===== src/design/cdq_pkg.sv =====
// ----------------------------------------------------------------------------
// cdq_pkg
// shared command codes, status codes and result flag bundle for the deque
// ----------------------------------------------------------------------------
`default_nettype none

package cdq_pkg;

  localparam int unsigned CmdW    = 3;
  localparam int unsigned StatusW = 2;
  localparam int unsigned WordW   = 32;

  // commands
  localparam logic [CmdW-1:0] CMD_PUSH_REAR  = 3'd0;
  localparam logic [CmdW-1:0] CMD_PUSH_FRONT = 3'd1;
  localparam logic [CmdW-1:0] CMD_POP_FRONT  = 3'd2;
  localparam logic [CmdW-1:0] CMD_POP_REAR   = 3'd3;
  localparam logic [CmdW-1:0] CMD_READ_FRONT = 3'd4;
  localparam logic [CmdW-1:0] CMD_READ_REAR  = 3'd5;

  // status codes
  localparam logic [StatusW-1:0] ST_OK    = 2'd0;
  localparam logic [StatusW-1:0] ST_FULL  = 2'd1;
  localparam logic [StatusW-1:0] ST_EMPTY = 2'd2;

  // per-beat result info that travels alongside the ram read
  typedef struct packed {
    logic               rd_en;    // result takes the ram read data
    logic [StatusW-1:0] status;
    logic               is_empty;
    logic               is_full;
  } meta_t;

endpackage

`default_nettype wire


===== src/design/cdq_ram.sv =====
// ----------------------------------------------------------------------------
// cdq_ram
// ring storage: one write port, one read port, registered read data
// ----------------------------------------------------------------------------
`default_nettype none

module cdq_ram #(
  parameter int unsigned DEPTH = 128,
  parameter int unsigned AW    = $clog2(DEPTH)
) (
  input  wire logic                        clk_i,
  input  wire logic                        we_i,
  input  wire logic [AW-1:0]               waddr_i,
  input  wire logic [cdq_pkg::WordW-1:0]   wdata_i,
  input  wire logic                        re_i,
  input  wire logic [AW-1:0]               raddr_i,
  output logic      [cdq_pkg::WordW-1:0]   rdata_o
);

  logic [cdq_pkg::WordW-1:0] mem_q [DEPTH];
  logic [cdq_pkg::WordW-1:0] rdata_q;

  always_ff @(posedge clk_i) begin
    if (we_i) begin
      mem_q[waddr_i] <= wdata_i;
    end
  end

  always_ff @(posedge clk_i) begin
    if (re_i) begin
      rdata_q <= mem_q[raddr_i];
    end
  end

  assign rdata_o = rdata_q;

endmodule

`default_nettype wire


===== config.mk =====
export PLATFORM = sky130hd
export DESIGN_NAME = cdq_ram
export DESIGN_NICKNAME = d
export VERILOG_FILES = /design/src/design/cdq_pkg.sv /design/src/design/cdq_ram.sv
export SDC_FILE = /design/constraint.sdc
export NUM_CORES = 2
export LEC_CHECK = 0
export BUFFER_PORTS_ARGS = -buffer_cell sky130_fd_sc_hd__buf_2
export CAP_MARGIN = 15
export CORE_ASPECT_RATIO = 1.2
export CORE_UTILIZATION = 45
export DETAILED_ROUTE_END_ITERATION = 8
export GPL_TIMING_DRIVEN = 0
export PLACE_DENSITY_LB_ADDON = 0.25
export SETUP_SLACK_MARGIN = 0.2
export SLEW_MARGIN = 20
export SYNTH_ARGS = -nofsm -noshare
export SYNTH_HDL_FRONTEND = slang
export SYNTH_SLANG_ARGS = --single-unit

===== constraint.sdc =====
create_clock -name clk_i -period 5.8 [get_ports clk_i]
set_input_delay 0.87 -clock clk_i [delete_from_list [all_inputs] [get_ports clk_i]]
set_output_delay 0.87 -clock clk_i [all_outputs]
set_load 0.01 [all_outputs]

==> reports/qor.csv <==
stage,metric,value,unit
outcome,outcome,finished clean,
die,die_y,648.2,µm
power,peakVddDrop,231.8,µV
logic_synthesis,yosysSeqAreaShare,79.16,%
drt,ant_nets,0,
cts,cts_setup_buffers,0,
logic_synthesis,yosysUniqueCellTypes,16,
min_path,min_path_type,primary input to flop,
setup_path,rr_startpoint,mem_q[37][20],
die,row_count,236,
cts,cts_root_buf,clkbuf_16,
finish,fin_area,181000,µm²
placement,post-place-ws,0.4161,ns
cts,cts_tree,done,
cts,cts.clk_slew.worst_paths,0.06,ns
logic_synthesis,yosys_warnings,0,
cts,ctsResizeCount,0,
logic_synthesis,synthCells,5990,
finish,regArea,124000,µm²
setup_path,rr_endpoint,rdata_o[20],
drt,dr.pass1.iters,7,
drt,drc,0,
power,power.density,338.8,nW/µm²
sta,timing_hold_violations_final,0,
setup_path,rr_worst_depth,4,
grt,grt_pass1_vias,71360,
grt,grt_pass1_wl,566.7,mm
sta,min_period,4.477,ns
cts,cts_buffers,384,
sta,slew_headroom,21.91,%
die,die_width,540.5,µm
setup_path,cp-endpoint,rdata_o[20],
sta,finalHoldWorstSlack,0.3263,ns
drt,drt_iter0_markers,8903,
sta,timing.final.crit_share,77.18,%
power,totalPowerFinal,61.31,mW
drt,via_count,70763,
placement,numPortBuffers,69,
grt,gr-total-overflow,0,
setup_path,startpoint_type,primary input,
setup_path,path_class,primary input to flop,
grt,grt_max_degree,100,
sta,final_max_slew_viol_count,0,
sta,tightest_slew,1.171,ns
placement,gp_congestion,0.8910,
die,io_pins,81,
cts,cts_hold_buf,0,
setup_path,rrSetupSlack,2.87,ns
setup_path,cp-startpoint,raddr_i[0],
sta,fin_setup_tns,0,ns
run,drv_cap,0,
setup_path,cp_max_fo,10,
finish,nFillCells,25807,
grt,grt_usage,23.51,%
cts,cts_sinks,4128,
die,core_area,345200,µm²
sta,clock.fmax,223.4,MHz
sta,setup_violations,0,
finish,layout_commonest_cell,edfxtp_1,
drt,wl_per_cell,35.52,µm
finish,syn2layout_area_growth,15.55,%
placement,dpl-instance-area,168600,µm²
power,cellLeakagePower,55.11,nW
grt,antenna_found_initial,68,
finish,final_layout_size_suffix_gt1_share,35.16,%
cts,clk_latency,0.93,ns
logic_synthesis,syn-cell-area,156600,µm²
logic_synthesis,avgSynthCellArea,26.14,µm²
die,fp.dieArea,350400,µm²
cts,htree_levels,5,
drt,routed_wl,411.1,mm
cts,cts_max_path_buffers,4,
finish,layout_common_cells,"4,128 x edfxtp_1, 1,344 x mux4_2, 392 x clkbuf_16",
sta,finalWorstSetupSlack,1.323,ns
sta,rsz0062_at_grt,no,
drt,vias_per_cell,6.115,
setup_path,end_kind,flop,
setup_path,crit_required,6.44,ns
sta,fin_skew,0.05103,ns
finish,fin_nets,6724,
logic_synthesis,synth_nets,6039,
finish,multi_input_area,32260,µm²
logic_synthesis,ys_ff_latch,4128,
die,initial_core_util,45.37,%
placement,dpl.hpwl,284.9,mm
setup_path,timing.critical_path.arrival,5.12,ns
[worst max-delay path, cell delays in order]
cell	delay, ns
buf_2	0.23
buf_2	0.83
buf_1	0.81
mux4_2	0.61
mux4_2	0.55
mux4_2	0.76
mux2_2	0.41
[layout make-up]
class | instances | area share (%)
tap | 4522 | 3.127
timing repair buffer | 299 | 2.955
antenna | 71 | 0.09818
sequential | 4128 | 68.50
multi-input combinational | 1546 | 17.83
buffer | 316 | 0.7551
clock inverter | 219 | 1.148
clock buffer | 471 | 5.585
[layer usage]
layer,part of all wire [%],vias to the layer above,track usage [%]
met4,3.7,10,8.465
met3,9.3,558,5.228
met1,37,38990,30.77
li1,-,27889,-
met2,50,3316,38.78
met5,0.015,-,0.4421
[logic make-up (layout without fill, tap and decap cells)]
family | count (synthesis) | after routing | synth area share (%)
other cells | 0 | 71 | 0
mux | 1376 | 1376 | 19.56
flops | 4128 | 4128 | 79.16
buf+inv | 316 | 1305 | 0.8373
simple gates | 170 | 170 | 0.4450
[power by group]
part / internal, mW / switching, mW
combinational: 1.27 / 2.18
clock: 14.1 / 10.8
sequential: 33.0 / 0.0431
total: 48.3 / 13.0
[per-stage QoR]
stage,util (%),std cells
floorplan,-,5990
global placement,47.10,10581
detailed placement,48.84,10811
CTS,52.37,11501
global route,52.40,11543
finish,52.42,11572
[flip-flops by register name (all words and copies together) (netlist names)]
register	count
mem_q	4096
rdata_o	32
[how the worst min path moves through the flow]
stage	cells past startpoint	to	from
floorplan	0	mem_q[0][0]	wdata_i[0]
global placement	4	rdata_o[5]	mem_q[58][5]
detailed placement	4	rdata_o[8]	mem_q[58][8]
CTS	1	mem_q[70][28]	wdata_i[28]
global route	1	mem_q[70][28]	wdata_i[28]
finish	1	mem_q[68][28]	wdata_i[28]
[Yosys cell counts, drive strengths merged]
library cell / n / area share [%]
buf: 134 / 0.40
clkbuf: 182 / 0.44
edfxtp: 4128 / 79
mux2: 32 / 0.23
mux4: 1344 / 19
nand2: 14 / 0.034
nand2b: 2 / 0.0080
nand3: 12 / 0.038
nand4: 3 / 0.012
nor2: 122 / 0.29
nor2b: 7 / 0.028
nor3: 9 / 0.029
or3: 1 / 0.0040
No activity file was read; power rests on OpenSTA's default activity.
