<file path="config.mk">
export PLATFORM = sky130hd
export DESIGN_NAME = cdq_ctrl
export DESIGN_NICKNAME = d
export VERILOG_FILES = /design/src/design/cdq_pkg.sv /design/src/design/cdq_ctrl.sv
export SDC_FILE = /design/constraint.sdc
export NUM_CORES = 1
export LEC_CHECK = 0
export ABC_AREA = 0
export ABC_CLOCK_PERIOD_IN_PS = 5810
export BUFFER_PORTS_ARGS = -buffer_cell sky130_fd_sc_hd__buf_2
export CORE_MARGIN = 2
export CORE_UTILIZATION = 64
export CTS_CLUSTER_SIZE = 10
export DETAILED_ROUTE_END_ITERATION = 10
export PLACE_DENSITY_LB_ADDON = 0.05
export SYNTH_ARGS = -nofsm -noshare
export SYNTH_HDL_FRONTEND = slang
export SYNTH_SLANG_ARGS = --single-unit
</file>
<file path="constraint.sdc">
create_clock -name clk_i -period 5.81 [get_ports clk_i]
set_input_delay 1.162 -clock clk_i [delete_from_list [all_inputs] [get_ports clk_i]]
set_output_delay 1.162 -clock clk_i [all_outputs]
set_load 0.1 [all_outputs]
</file>
<file path="src/design/cdq_pkg.sv">
// ----------------------------------------------------------------------------
// cdq_pkg
// shared command codes, status codes and result flag bundle for the deque
// ----------------------------------------------------------------------------
`default_nettype none

package cdq_pkg;

  localparam int unsigned CmdW    = 3;
  localparam int unsigned StatusW = 2;
  localparam int unsigned WordW   = 32;

  // commands
  localparam logic [CmdW-1:0] CMD_PUSH_REAR  = 3'd0;
  localparam logic [CmdW-1:0] CMD_PUSH_FRONT = 3'd1;
  localparam logic [CmdW-1:0] CMD_POP_FRONT  = 3'd2;
  localparam logic [CmdW-1:0] CMD_POP_REAR   = 3'd3;
  localparam logic [CmdW-1:0] CMD_READ_FRONT = 3'd4;
  localparam logic [CmdW-1:0] CMD_READ_REAR  = 3'd5;

  // status codes
  localparam logic [StatusW-1:0] ST_OK    = 2'd0;
  localparam logic [StatusW-1:0] ST_FULL  = 2'd1;
  localparam logic [StatusW-1:0] ST_EMPTY = 2'd2;

  // per-beat result info that travels alongside the ram read
  typedef struct packed {
    logic               rd_en;    // result takes the ram read data
    logic [StatusW-1:0] status;
    logic               is_empty;
    logic               is_full;
  } meta_t;

endpackage

`default_nettype wire

</file>
<file path="src/design/cdq_ctrl.sv">
// ----------------------------------------------------------------------------
// cdq_ctrl
// head and tail pointers, command decode and ram access generation
// ----------------------------------------------------------------------------
`default_nettype none

module cdq_ctrl #(
  parameter int unsigned DEPTH = 128,
  parameter int unsigned AW    = $clog2(DEPTH)
) (
  input  wire logic                        clk_i,
  input  wire logic                        rst_ni,
  input  wire logic                        fire_i,
  input  wire logic [cdq_pkg::CmdW-1:0]    cmd_i,
  output logic                             we_o,
  output logic      [AW-1:0]               waddr_o,
  output logic                             re_o,
  output logic      [AW-1:0]               raddr_o,
  output cdq_pkg::meta_t                   meta_o
);

  logic [AW-1:0] head_q, head_d;
  logic [AW-1:0] tail_q, tail_d;
  logic [AW-1:0] head_inc, head_dec, tail_inc, tail_dec;
  logic          empty, full;
  logic          we, re;
  logic [AW-1:0] waddr, raddr;
  logic [cdq_pkg::StatusW-1:0] status;

  assign head_inc = head_q + AW'(1);
  assign head_dec = head_q - AW'(1);
  assign tail_inc = tail_q + AW'(1);
  assign tail_dec = tail_q - AW'(1);

  assign empty = (head_q == tail_q);
  assign full  = (tail_inc == head_q);

  always_comb begin
    head_d = head_q;
    tail_d = tail_q;
    we     = 1'b0;
    re     = 1'b0;
    waddr  = tail_inc;
    raddr  = tail_q;
    status = cdq_pkg::ST_OK;
    case (cmd_i)
      cdq_pkg::CMD_PUSH_REAR: begin
        if (full) begin
          status = cdq_pkg::ST_FULL;
        end else begin
          we     = 1'b1;
          waddr  = tail_inc;
          tail_d = tail_inc;
        end
      end
      cdq_pkg::CMD_PUSH_FRONT: begin
        if (full) begin
          status = cdq_pkg::ST_FULL;
        end else begin
          we     = 1'b1;
          waddr  = head_q;
          head_d = head_dec;
        end
      end
      cdq_pkg::CMD_POP_FRONT: begin
        if (empty) begin
          status = cdq_pkg::ST_EMPTY;
        end else begin
          re     = 1'b1;
          raddr  = head_inc;
          head_d = head_inc;
        end
      end
      cdq_pkg::CMD_POP_REAR: begin
        if (empty) begin
          status = cdq_pkg::ST_EMPTY;
        end else begin
          re     = 1'b1;
          raddr  = tail_q;
          tail_d = tail_dec;
        end
      end
      cdq_pkg::CMD_READ_FRONT: begin
        if (empty) begin
          status = cdq_pkg::ST_EMPTY;
        end else begin
          re    = 1'b1;
          raddr = head_inc;
        end
      end
      cdq_pkg::CMD_READ_REAR: begin
        if (empty) begin
          status = cdq_pkg::ST_EMPTY;
        end else begin
          re    = 1'b1;
          raddr = tail_q;
        end
      end
      default: begin
        // unused codes leave everything alone
      end
    endcase
  end

  always_ff @(posedge clk_i or negedge rst_ni) begin
    if (!rst_ni) begin
      head_q <= '0;
      tail_q <= '0;
    end else if (fire_i) begin
      head_q <= head_d;
      tail_q <= tail_d;
    end
  end

  assign we_o    = fire_i & we;
  assign re_o    = fire_i & re;
  assign waddr_o = waddr;
  assign raddr_o = raddr;

  // flags as they stand after the step
  assign meta_o.rd_en    = re;
  assign meta_o.status   = status;
  assign meta_o.is_empty = (head_d == tail_d);
  assign meta_o.is_full  = ((tail_d + AW'(1)) == head_d);

endmodule

`default_nettype wire

</file>
==> flow_summary.json <==
{
  "status": "finished clean",
  "period_share": 0.953,
  "syn_area_um2": 2270,
  "ys_dominant_reg_cell": "dfrtp_1",
  "crit_path_max_incr_delay_ns": 0.58,
  "grt-ovfl-total": 0,
  "yosysTopAreaCell": "dfrtp_1",
  "clock_path_buffers": 2,
  "synth_top_area_frac": 0.154,
  "cp_common_cell": "ha_1",
  "avgSynthCellArea_um2": 7.60,
  "p_leak_nw": 0.937,
  "num_vias": 2280,
  "n_antenna_cell": 0,
  "yosys_warnings": 0,
  "cts-root-buf": "clkbuf_4",
  "internal_power_mw": 0.493,
  "ant_nets": 0,
  "cts_resized": 0,
  "path_class": "reg -> out",
  "synth_seq_cells": 14,
  "totalWireLength_um": 6060,
  "switching_power_mw": 0.960,
  "whs_ns": 0.649,
  "yosysSeqAreaShare": 0.154,
  "area_growth_pct": 4.73,
  "cts_buffers": 3,
  "synth_edf_count": 0,
  "grt_pass1_vias": 2042,
  "relSlewSlack": 0.509,
  "wl_per_cell_um": 17.2,
  "synth-async-reset-ratio": 1.00,
  "worstSkewPairLatency_ns": 0.30,
  "grt_use_total": 0.323,
  "ir_worst_vdd_uv": 670,
  "gp_congestion": 0.923,
  "pin_count": 27,
  "fin_crit_ns": 5.54,
  "hold_viol": 0,
  "p_total_mw": 1.45,
  "drive_gt1_frac": 0.182,
  "startpoint_type": "register",
  "dpl.hpwl_um": 4560,
  "fin_tns_setup_ns": 0,
  "worstPathCellList": "ha_1, nand3_2, or3_4, a21o_1, nor2_1, o311ai_2, ha_1, xnor3_1, nand3b_1, a2111oi_4, buf_2",
  "finalNetCount": 320,
  "path_max_fanout": 9,
  "core_area_um2": 3360,
  "setup_viol": 0,
  "firstDrtPassIters": 5,
  "clock_sinks": 14,
  "clkPwrFrac": 0.041,
  "grt_pass1_wl_um": 10300,
  "clkTransAtPathRegs_ns": 0.10,
  "fmax_ghz": 0.181,
  "finalNonFillerCells": 353,
  "cts.htree.levels": 1,
  "preCtsSetupSlack_ns": 0.538,
  "tightest_slew_ns": 0.729,
  "synth.area.top_cells": "dfrtp_1 15%, xnor2_1 11%, xor2_1 6.2%",
  "hold_buffers": 0,
  "synth_cell_type_count": 66,
  "p_seq_frac": 0.173,
  "slew_violations": 0,
  "initial_core_util": 0.676,
  "layout_setup_ws_ns": 0.274,
  "grt_max_degree": 22,
  "swShare": 0.661,
  "skew_ns": 0.00866,
  "synth_cells": 299,
  "via_per_inst": 6.46,
  "rows": 21,
  "antenna_found_initial": 0,
  "dp.cells": 350,
  "critPathSlowestCell": "dfrtp_1",
  "worstSetupEndpointType": "primary output",
  "die_w_um": 63.6,
  "port_buffers": 26,
  "worst_ep_required_time_ns": 4.65,
  "drt_iter0_drc": 249,
  "cap_violations": 0,
  "power_density_nw_per_um2": 610,
  "drc_errors": 0,
  "hp-class": "reg -> reg",
  "p_comb_frac": 0.785,
  "cts_tree": "yes",
  "final.fill_count": 319,
  "die_h_um": 63.6,
  "cts_setup_buffers": 0,
  "cp.arrival_ns": 4.37,
  "syn_nets": 310,
  "dieArea_um2": 4040,
  "rsz0062_at_grt": "false"
}
==> registers in the layout, indices dropped and copies added (netlist names) <==
name    flops
head_q      7
tail_q      7
==> synthesized netlist by cell type, types with 3 or more instances <==
cell,number
nand2_1,33
xnor2_1,28
nor2_1,27
o21ai_0,19
a21oi_1,16
xor2_1,16
dfrtp_1,14
nand3_1,10
buf_2,9
clkbuf_1,9
inv_1,8
nor3_1,7
o211ai_1,7
buf_6,5
ha_1,5
a31oi_1,4
and2_1,4
mux2i_1,4
nand4_1,4
or2_2,4
a211oi_1,3
and3_1,3
nand3b_1,3
nor2b_1,3
o31ai_1,3
or3_1,3
==> area by class of cell <==
cell class / count / area [um^2] / share of cell area
Clock buffer: 3 / 22.5 / 0.00946
Inverter: 8 / 30.0 / 0.0126
Multi-Input combinational cell: 252 / 1760 / 0.739
Sequential cell: 14 / 350 / 0.147
Tap cell: 46 / 57.6 / 0.0242
Timing Repair Buffer: 30 / 160 / 0.0673
==> routing by layer <==
metal,track usage,routed length [um],vias up
met4,0.136,227,0
li1,-,-,1083
met1,0.446,2540,1049
met3,0.0286,543,20
met2,0.516,2750,128
met5,0,0,-
==> kinds of logic after synthesis <==
kind of cell,Yosys count,synth area share
DFF,14,0.154
buffers and inverters,33,0.0792
adders and majority gates,5,0.0275
AOI/OAI and AO/OA,87,0.282
xor gates and xnor gates,47,0.201
and+or+nand+nor,108,0.233
muxes,5,0.0226
==> final timing paths <==
path	from	end	slack, ns	depth (start not counted)
setup reg to reg	tail_q[0]	head_q[1]	2.71	8
hold reg to reg	head_q[0]	head_q[0]	0.65	1
setup / recovery	tail_q[0]	meta_o[0]	0.27	11
hold / removal	head_q[0]	head_q[0]	0.65	1
max in group asynchronous	rst_ni	head_q[6]	4.78	1
min in group asynchronous	rst_ni	tail_q[1]	0.76	1
==> cell usage in the layout, fill, tap and decap left out, drive strengths merged, types with 4 or more instances in the layout <==
cell type / n
xnor2: 29
mux2i: 4
and2: 4
dfrtp: 14
or2: 5
ha: 5
nor2: 27
nor3: 7
and3: 5
nand2: 33
nand3: 11
buf: 30
o211ai: 8
or3: 4
nand4: 4
inv: 8
a21oi: 18
xor2: 16
o21ai: 21
a31oi: 4
==> stage by stage <==
stage,area [um^2],util
2_1_floorplan,2290,-
3_3_place_gp,2360,0.701
3_5_place_dp,2360,0.701
4_1_cts,2380,0.708
5_1_grt,2380,0.708
6_report,2380,0.708
==> power groups by stage <==
| stage | sequential, mW | clock [mW] | combinational (mW) |
|---|---|---|---|
| global route | 0.259 | 0.0660 | 1.22 |
| CTS | 0.248 | 0.0601 | 1.13 |
| floorplan | 0.157 | 0 | 1.07 |
| finish | 0.252 | 0.0601 | 1.14 |
| global placement | 0.247 | 0 | 1.12 |
| detailed placement | 0.250 | 0 | 1.12 |
==> critical path, delay by kind of cell (launching register included) <==
| kind | cells | cell delay [ns] |
|---|---|---|
| buf+inv | 1 | 0.47 |
| flops | 1 | 0.58 |
| compound gates | 3 | 0.80 |
| fa+ha+maj | 2 | 0.71 |
| xor+xnor | 1 | 0.38 |
| simple gates | 4 | 1.12 |
No activity file was read; power rests on OpenSTA's default activity.
